$ cat src/sv/bkl_pkg.sv
// shared types and constants for the bucketed keyword lookup
// no dependencies
package bkl_pkg;

  localparam int NAME_BYTES_DEF  = 8;
  localparam int TABLE_DEPTH_DEF = 256;

  // letter buckets A to Z plus the end marker
  localparam int          BUCKETS    = 27;
  localparam logic [4:0]  END_BUCKET = 5'd26;

  // item modes
  localparam logic [1:0] MODE_ENTRY  = 2'd0;
  localparam logic [1:0] MODE_BUCKET = 2'd1;
  localparam logic [1:0] MODE_LOOKUP = 2'd2;

  // characters
  localparam logic [7:0] CHAR_A   = 8'h41;
  localparam logic [7:0] CHAR_Z   = 8'h5A;
  localparam logic [7:0] CHAR_LA  = 8'h61;
  localparam logic [7:0] CHAR_LZ  = 8'h7A;
  localparam logic [7:0] CASE_GAP = CHAR_LA - CHAR_A;

  // running compare status of one entry
  localparam logic [1:0] CMP_EQ = 2'd0;
  localparam logic [1:0] CMP_LT = 2'd1;
  localparam logic [1:0] CMP_GT = 2'd2;

  // token handed from cell to cell along with the entry name
  typedef struct packed {
    logic       valid;
    logic [7:0] slot;
    logic [3:0] elen;
    logic       elig;
    logic [1:0] stat;
  } tok_t;

endpackage

$ cat src/sv/bkl_cell.sv
// one compare cell: checks one name byte of the entry passing through
// depends on bkl_pkg for the token type and compare codes
module bkl_cell #(
  parameter int NAME_BYTES = 8,
  parameter int POS        = 0,
  localparam int NAME_W    = NAME_BYTES * 8
) (
  input  logic              clk,
  input  logic              rst,
  input  logic              flush,
  input  logic [7:0]        qbyte,
  input  bkl_pkg::tok_t     tok_in,
  input  logic [NAME_W-1:0] ent_in,
  output bkl_pkg::tok_t     tok_out,
  output logic [NAME_W-1:0] ent_out
);

  localparam logic [3:0] POS_L = 4'(POS);

  bkl_pkg::tok_t tok_next;
  logic [7:0]    ebyte;

  assign ebyte = ent_in[POS*8 +: 8];

  always_comb begin
    tok_next       = tok_in;
    // a flush drops whatever is in flight
    tok_next.valid = tok_in.valid && !flush;
    // first differing byte within the entry length decides
    if (tok_in.stat == bkl_pkg::CMP_EQ && POS_L < tok_in.elen && qbyte != ebyte) begin
      tok_next.stat = (qbyte < ebyte) ? bkl_pkg::CMP_LT : bkl_pkg::CMP_GT;
    end
  end

  always_ff @(posedge clk) begin
    if (rst) begin
      tok_out.valid <= 1'b0;
    end else begin
      tok_out <= tok_next;
    end
  end

  always_ff @(posedge clk) begin
    ent_out <= ent_in;
  end

endmodule
$ cat config.mk
export PLATFORM = sky130hd
export DESIGN_NAME = bkl_cell
export DESIGN_NICKNAME = d
export VERILOG_FILES = /design/src/sv/bkl_pkg.sv /design/src/sv/bkl_cell.sv
export SDC_FILE = /design/constraint.sdc
export NUM_CORES = 1
export LEC_CHECK = 0
export ABC_AREA = 1
export BUFFER_PORTS_ARGS = -buffer_cell sky130_fd_sc_hd__buf_2
export CELL_PAD_IN_SITES_DETAIL_PLACEMENT = 2
export CELL_PAD_IN_SITES_GLOBAL_PLACEMENT = 2
export CORE_MARGIN = 2
export CORE_UTILIZATION = 21
export DETAILED_ROUTE_END_ITERATION = 12
export PLACE_DENSITY_LB_ADDON = 0.12
export SLEW_MARGIN = 20
export SYNTH_ARGS = -nofsm -noshare
export SYNTH_HDL_FRONTEND = slang
export SYNTH_SLANG_ARGS = --single-unit
export TNS_END_PERCENT = 50
$ cat constraint.sdc
create_clock -name clk -period 1.4 [get_ports clk]
set_input_delay 0.28 -clock clk [delete_from_list [all_inputs] [get_ports clk]]
set_output_delay 0.28 -clock clk [all_outputs]
set_load 0.01 [all_outputs]
==> key figures, run 1 <==
Global routing
  • Global-route usage over all layers: 11.5%
  • Global route hottest layer: met2
  • Initial antenna violation count: 0
  • M2 GR Usage: 19.2%
  • Total gr overflow: 0
  • Largest net degree at the start of global routing: 15
  • Vias in the first global route: 1677
  • Met3 Usage GRT: 4.45%
  • Grt met1 use: 12.2%
  • First-pass GRT wire length: 8710 µm

Synthesis
  • Cell variety after synth: 11
  • Post-Syn Instances: 131
  • Sequential-to-total area share from yosys stat: 86.4%
  • Syn Area/Cell: 15.5 µm²
  • Mapped Area: 0.00203 mm²
  • Post-Syn Nets: 230
  • Yosys warning count: 0
  • Number of synthesized register bits: 80

Hold path
  • Hold Crit Class: input pin to register

Die
  • Die ar.: 0.0105 mm²
  • I/O pin total: 171
  • Width of the die: 102 µm
  • Num rows: 35
  • Die height: 102 µm
  • Starting Density: 21.8%
  • Core area: 0.00928 mm²

Final layout
  • Ant. Diodes: 0
  • Multi-input logic area: 224 µm²
  • NumNets Final: 417
  • Fillers: 1049
  • Share of cells above drive strength 1: 58.7%
  • Area grow syn2layout: 61.6%
  • Register area: 0.00175 mm²

STA
  • Min cycle time layout: 1.17 ns
  • Slew Viols, Final: 0
  • Final setup fails: 0
  • Final period utilization: 83.2%
  • Slew headroom: 90.9%
  • Actual slew at the worst max-slew pin: 0.137 ns
  • RSZ-0062 raised after global routing: no
  • Hold Fails Final Rpt: 0
  • Fmax: 0.858 GHz
  • Slack of the critical path: 0.235 ns

Setup path
  • Bufs and invs on worst path: 1
  • Worst Path Arrival: 0.89 ns
  • Crit-path slowest cell: edfxtp_1
  • CP max stage delay: 0.38 ns
  • CP Class: register to output port
  • Worst Path Max Fanout: 1
  • Worst EP required: 1.12 ns
  • Setup crit end kind: output port
  • Worst path cell trace: buf_2
  • CP top delay family: flip-flops
  • CP startpoint kind: register

Placement
  • I/O Buffers: 170
  • Pre-CTS setup slack: -0.0847 ns
  • Routability cong.: 0.667
  • Dpl hpwl: 5100 µm

Pwr
  • Switching Share: 23.4%
  • Comb pwr share: 9.4%
  • Clock power share: 36.0%
  • Lkg Pwr: 1.69 nW
  • VDD IR max: 0.000339 V
  • Reg power frac: 54.6%
  • Pwr Density: 1400 mW/mm²
  • Int Pwr: 0.00351 W
  • Total power: 0.00459 W
  • NetSw: 0.00108 W

Detailed routing
  • # DRC: 0
  • WL per Instance: 13.7 µm
  • Drt pass-1 iters: 4
  • Drt total wl: 6200 µm
  • Vias: 1630
  • Avg Vias per Cell: 3.61
  • Detailed Route Iter0 Violations: 14
  • Post-route ant nets: 0

Clocking
  • Clock Pin Slew Worst Setup and Hold Paths: 0.09 ns
  • Clock buffer depth: 2
  • CTS sink cnt: 80
  • Num CTS Buffers: 9
  • PostCTS Resize Cnt: 0
  • Htree depth: 3
  • CTS tree: built
  • CTS root buffer: clkbuf_8

Status
  • Status: complete, no violations

Job
  • Max-cap violations: 0
[cell families (layout without fill, tap and decap cells)]
logic type | after synthesis | in the layout | share of synthesized area (%)
and+or+nand+nor | 26 | 26 | 5.18
DFF | 80 | 80 | 86.4
buffers and inverters | 14 | 205 | 2.59
AOI/OAI and AO/OA | 3 | 3 | 0.925
adders and majority gates | 8 | 8 | 4.94
[cell usage after synthesis]
cell type / number / area (µm²)
dfxtp_1: 65 / 1300
edfxtp_1: 15 / 450
nand2_1: 15 / 56.3
inv_1: 14 / 52.6
ha_1: 8 / 100
nor2_1: 7 / 26.3
a21oi_1: 2 / 10.0
nand3_1: 2 / 10.0
a21o_2: 1 / 8.76
and2_1: 1 / 6.26
nor2_2: 1 / 6.26
[path summary, 6_finish.rpt]
path / to / startpoint / slack (ns) / cells past startpoint
worst max-delay path: tok_out[6] / tok_out[6]$_DFFE_PN_ / 0.23 / 1
worst min-delay path: ent_out[23]$_DFF_P_ / ent_in[23] / 0.02 / 1
[layer usage]
layer	up-vias	wire (µm)	part of all wire (%)
met2	99	3000	48
met1	733	2310	37
met3	13	738	12
met5	-	0	0
li1	785	-	-
met4	0	149	2.4
[power groups by stage]
stage / Sequential [W] / Combinational [W] / Clock [W]
6_report: 0.00251 / 0.000431 / 0.00165
5_1_grt: 0.00252 / 0.000483 / 0.00183
4_1_cts: 0.00251 / 0.000440 / 0.00175
3_5_place_dp: 0.00256 / 0.000434 / 0
3_3_place_gp: 0.00256 / 0.000426 / 0
2_1_floorplan: 0.00264 / 0.0000619 / 0
[state kept, by name (all words and copies together) (netlist names)]
register	count
ent_out	64
tok_out	16
[placed cells by master (no fill, tap or decap), drive strengths merged, types with 2 or more instances in the layout]
cell type	instances
dlygate4sd3	3
nor2	8
ha	8
dfxtp	65
edfxtp	15
a21oi	2
buf	173
nand2	15
inv	17
nand3	2
clkbuf	10
[through the flow]
step / TNS (ns) / instance area, µm² / std cells / utilization (%) / hold WS, ns
floorplan: 0 / 2030 / 131 / - / 0.308
global placement: -0.0766 / 3060 / 433 / 33.0 / 0.383
detailed placement: -0.120 / 3060 / 433 / 33.0 / 0.384
CTS: 0 / 3270 / 450 / 35.2 / 0.000337
global route: 0 / 3280 / 451 / 35.3 / 0.000271
finish: 0 / 3280 / 451 / 35.3 / 0.0235
[final cells by class]
class                           count  area share (%)
Timing Repair Buffer              176            27.6
Sequential cell                    80            53.5
Clock inverter                      5            1.72
Multi-Input combinational cell     37            6.83
Clock buffer                       10            3.89
Tap cell                          129            4.93
Inverter                           14            1.60
[what timing repair did]
| item | 4_1_cts | 5_1_grt |
|---|---|---|
| hold buffers | 2 | 1 |
| endpoints found under the setup margin | 0 | 0 |
| hold endpoints to repair | 2 | 1 |
| setup buffers | 0 | 0 |
No activity file was read; power rests on OpenSTA's default activity.
==> run 2: changes to the inputs <==
- ABC_AREA: 1 -> 0
- CORE_UTILIZATION: 21 -> 19
- clock period: 1.4 -> 1 ns (I/O delays scaled with it)
==> key figures, run 2 <==
Status
  • Status: complete, but fails checks
  • Violated checks: negative setup slack

Clocking
  • Clock buffer depth: 2
  • Htree depth: 3
  • Num CTS Buffers: 9
  • CTS tree: built
  • Clock Pin Slew Worst Setup and Hold Paths: 0.09 ns
  • Post CTS Setup Buffer Count: 0
  • CTS root buffer: clkbuf_8
  • CTS sink cnt: 80

Synthesis
  • Yosys warning count: 0
  • Number of synthesized flops with an enable pin: 15
  • Most instantiated library cell after synthesis: dfxtp_1
  • Sequential-to-total area share from yosys stat: 86.6%
  • Number of synthesized register bits: 80
  • Syn Area/Cell: 17.4 µm²
  • Post-Syn Nets: 215
  • Top FF cell, synth: dfxtp_1
  • Post-Syn Instances: 116
  • Mapped Area: 0.00202 mm²
  • Synth cell count leaders: dfxtp_1 (65), edfxtp_1 (15), inv_1 (11), ha_1 (8), a21oi_1 (3)
  • Cell variety after synth: 17
  • Area contributors post-synth: dfxtp_1 (64%), edfxtp_1 (22%), ha_1 (5.0%)
  • Asr flop ratio synth: 0%
  • Yosys top cell by area: dfxtp_1
  • Yosys top cell area share: 64.4%

STA
  • RSZ-0062 raised after global routing: yes
  • Final period utilization: 112%
  • Slew Viols, Final: 0
  • Post-route setup TNS: -1.20 ns
  • Final setup fails: 21
  • Hold Fails Final Rpt: 0
  • Fmax: 0.895 GHz
  • Slew headroom: 82.4%
  • Actual slew at the worst max-slew pin: 0.262 ns
  • Slack of the critical path: -0.118 ns
  • Min cycle time layout: 1.12 ns

Final layout
  • Share of cells above drive strength 1: 67.1%
  • Largest Register: ent_out
  • Register area: 0.00180 mm²
  • Area grow syn2layout: 118%
  • Commonest non-fill, non-tap cell in the layout: buf_2
  • Largest regs: ent_out x64, tok_out x16
  • Post-route cell area: 0.00442 mm²
  • NumNets Final: 468
  • Commonest cells after routing, fill and taps aside: buf_2 (124), dlygate4sd3_1 (67), buf_6 (46)
  • Max reg flops: 64
  • Fillers: 1052
  • Post-layout util: 42.8%
  • Ant. Diodes: 0
  • Multi-input logic area: 325 µm²

Global routing
  • Initial antenna violation count: 0
  • Global-route usage over all layers: 13.2%
  • Largest net degree at the start of global routing: 14
  • First-pass GRT wire length: 11100 µm
  • Vias in the first global route: 2057
  • Total gr overflow: 0

Job
  • Max-cap violations: 0

Detailed routing
  • Vias: 1891
  • Avg Vias per Cell: 3.71
  • Drt pass-1 iters: 3
  • Post-route ant nets: 0
  • WL per Instance: 15.9 µm
  • Detailed Route Iter0 Violations: 31
  • Drt total wl: 8110 µm
  • # DRC: 0

Die
  • Core area: 0.0103 mm²
  • I/O pin total: 171
  • Num rows: 37
  • Width of the die: 107 µm
  • Starting Density: 19.6%
  • Die height: 107 µm
  • Die ar.: 0.0115 mm²

Setup path
  • CP max stage delay: 0.42 ns
  • CP startpoint kind: register
  • Worst Path Max Fanout: 1
  • CP top delay family: flip-flops
  • Worst Path Arrival: 0.92 ns
  • Worst EP required: 0.80 ns
  • Setup crit end kind: output port
  • Crit-path slowest cell: edfxtp_1
  • Bufs and invs on worst path: 1
  • Worst path cell trace: buf_6
  • CP Class: register to output port

Placement
  • I/O Buffers: 170
  • Pre-CTS setup slack: -0.453 ns
  • Placed Area: 0.00314 mm²
  • Dpl hpwl: 5120 µm
  • Routability cong.: 0.664

Hold path
  • Hold Crit Class: input pin to register

Pwr
  • VDD IR max: 0.000543 V
  • Pwr Density: 1630 mW/mm²
  • Lkg Pwr: 2.04 nW
-- run 2: changes by cell type after synthesis, moves of 2 or more --
cell	change
o21ai_1	+2
nand4_1	+2
nand3_1	-2
nand2_1	-14
nor2_1	-7
inv_1	-3
-- run 2: final cells by class --
type                            count  share of cell area (%)
Timing Repair Buffer              242                    41.8
Inverter                           11                    1.22
Clock buffer                       13                    3.85
Clock inverter                      3                    1.02
Multi-Input combinational cell     25                    7.37
Tap cell                          136                    3.85
Sequential cell                    80                    40.9
-- run 2: path summary, 6_finish.rpt --
| path | from | end | slack [ns] | cells past startpoint |
|---|---|---|---|---|
| setup / recovery | tok_out[12]$_DFFE_PN_ | tok_out[12] | -0.12 | 1 |
| hold / removal | tok_in[10] | tok_out[10]$_DFFE_PN_ | 0.01 | 1 |
-- run 2: repair_timing --
item	4_1_cts	5_1_grt
hold buffers	64	3
resized for setup	16	83
endpoints found under the setup margin	65	82
pin swaps	0	7
hold endpoints to repair	64	3
-- run 2: layer usage --
metal / vias to the layer above / global-route usage (%) / wire, µm
li1: 892 / - / -
met1: 880 / 13.4 / 2800
met2: 107 / 24.5 / 4460
met3: 12 / 5.11 / 691
met4: 0 / 4.45 / 158
met5: - / 0 / 0
-- run 2: report_power, final --
part           leakage (nW)  internal (W)  switching [W]
logic                  1.23      0.000629       0.000389
registers             0.696       0.00349      0.0000711
clock network         0.110       0.00139        0.00121
total                  2.04       0.00551        0.00167
-- run 2: logic make-up (layout without fill, tap and decap cells) --
group                      count (synthesis)  in the layout  share of synthesized area [%]
adders and majority gates                  8              8                           4.95
DFF                                       80             80                           86.6
buffers and inverters                     11            269                           2.04
AOI/OAI and AO/OA                          9              9                           3.65
and+or+nand+nor                            8              8                           2.72
-- run 2: stage by stage --
step / total power (W) / hold slack (ns) / std cells
finish: 0.00718 / 0.0135 / 510
global route: 0.00756 / -0.00967 / 510
CTS: 0.00711 / 0.00218 / 507
detailed placement: 0.00426 / 0.304 / 427
global placement: 0.00423 / 0.302 / 427
floorplan: 0.00382 / 0.228 / 116
==> run 3: changes to the inputs <==
==> constraint.sdc (replaced) <==
create_clock -name clk -period 1 [get_ports clk]
set_input_delay 0.2 -clock clk [delete_from_list [all_inputs] [get_ports clk]]
set_output_delay 0.2 -clock clk [all_outputs]
set_load 0.005 [all_outputs]
==> key figures, run 3 (synthesis gave the netlist of run 2 again) <==
Setup path
  • Worst path cell trace: buf_2
  • Worst Setup SP: tok_out[12]$_DFFE_PN_
  • CP top delay family: flip-flops
  • CP max stage delay: 0.38 ns
  • Crit-path slowest cell: edfxtp_1
  • CP Class: register to output port
  • WP depth: 1
  • Worst Path Max Fanout: 1
  • CP startpoint kind: register
  • Bufs and invs on worst path: 1
  • Setup crit end kind: output port
  • Worst Path Arrival: 0.88 ns
  • Worst EP required: 0.80 ns

Global routing
  • Total gr overflow: 0
  • First-pass GRT wire length: 10800 µm
  • Global-route usage over all layers: 12.8%
  • Largest net degree at the start of global routing: 14
  • Vias in the first global route: 2023
  • Initial antenna violation count: 0

Detailed routing
  • Post-route ant nets: 0
  • Avg Vias per Cell: 3.71
  • Drt pass-1 iters: 4
  • # DRC: 0
  • WL per Instance: 15.8 µm
  • Drt total wl: 8070 µm
  • Detailed Route Iter0 Violations: 10
  • Vias: 1895

Final layout
  • NumNets Final: 469
  • Largest regs: ent_out x64, tok_out x16
  • Fillers: 1074
  • Max reg flops: 64
  • Commonest cells after routing, fill and taps aside: buf_2 (145), dlygate4sd3_1 (68), dfxtp_1 (38)
  • Ant. Diodes: 0
  • Finished Layout Cells: 511
  • Commonest non-fill, non-tap cell in the layout: buf_2
  • Share of cells above drive strength 1: 62.9%
  • Largest Register: ent_out
  • Area grow syn2layout: 111%

Hold path
  • Hold Crit Start: tok_in[2]
  • Hold Path Stages: 1
  • Hold Crit Class: input pin to register

STA
  • Min cycle time layout: 1.08 ns
  • Fmax: 0.929 GHz
  • Final setup fails: 15
  • Slack of the critical path: -0.0760 ns
  • Hold Fails Final Rpt: 0
  • RSZ-0062 raised after global routing: yes
  • Slew headroom: 82.4%
  • Final period utilization: 108%
  • Slew Viols, Final: 0
  • Actual slew at the worst max-slew pin: 0.262 ns

Pwr
  • Pwr Density: 1640 mW/mm²
  • VDD IR max: 0.000543 V
  • Lkg Pwr: 2.00 nW
  • Total power: 0.00702 W

Die
  • Starting Density: 19.6%
  • Die height: 107 µm
  • Die ar.: 0.0115 mm²
  • I/O pin total: 171
  • Width of the die: 107 µm
  • Num rows: 37
  • Core area: 0.0103 mm²

Status
  • Violated checks: negative setup slack
  • Status: complete, but fails checks

Placement
  • Dpl cells: 427
  • Pre-CTS setup slack: -0.453 ns
  • Routability cong.: 0.664
  • Dpl hpwl: 5120 µm
  • I/O Buffers: 170

Clocking
  • Clock buffer depth: 2
  • CTS root buffer: clkbuf_8
  • Clock Pin Slew Worst Setup and Hold Paths: 0.08 ns
  • CTS sink cnt: 80
  • Num CTS Buffers: 9
  • Htree depth: 3
  • CTS tree: built
  • Post CTS Setup Buffer Count: 0

Job
  • Max-cap violations: 0
[run 3: cell types whose count changed in the layout (fill, tap and decap cells not counted)]
cell,before,now
buf_2,124,145
buf_6,46,25
dfxtp_1,23,38
dfxtp_2,42,27
dlygate4sd3_1,67,68
[run 3: per-layer routing]
layer  up-vias  wire [µm]  track usage, %
li1        892          -               -
met1       893       2810            12.9
met2       105       4480            23.7
met3         5        719            5.35
met4         0         60            4.45
met5         -          0               0
[run 3: worst paths after layout]
kind,end,slack (ns)
setup / recovery,tok_out[12],-0.08
hold / removal,tok_out[2]$_DFFE_PN_,0.02
[run 3: report_power, final]
part           total, W  internal, W  switching (W)
clock           0.00258      0.00139        0.00119
combinational  0.000897     0.000577       0.000319
sequential      0.00355      0.00349      0.0000599
total           0.00702      0.00545        0.00157
[run 3: repair_timing]
action | in CTS | in global routing
pin swaps | 0 | 7
hold endpoints to repair | 64 | 4
gates cloned | 0 | 0
hold buffers | 64 | 4
gates resized for setup | 3 | 59
setup endpoints to repair | 25 | 80
[run 3: per-stage QoR]
step	hold WS (ns)	utilization (%)	cell area [µm²]	TNS, ns
after floorplan	0.228	-	2080	-0.390
after global placement	0.302	30.4	3140	-0.836
after detailed placement	0.304	30.4	3140	-0.896
after CTS	0.00218	38.8	4010	-1.21
after global routing	-0.00504	41.4	4280	-3.19
final	0.0249	41.4	4280	-0.732
[run 3: area by class of cell]
type / count / area [µm²] / share of cell area [%]
Sequential cell: 80 / 1790 / 41.8
Timing Repair Buffer: 243 / 1730 / 40.4
Multi-Input combinational cell: 25 / 325 / 7.61
Clock buffer: 13 / 170 / 3.98
Tap cell: 136 / 170 / 3.98
Inverter: 11 / 53.8 / 1.26
Clock inverter: 3 / 45.0 / 1.05
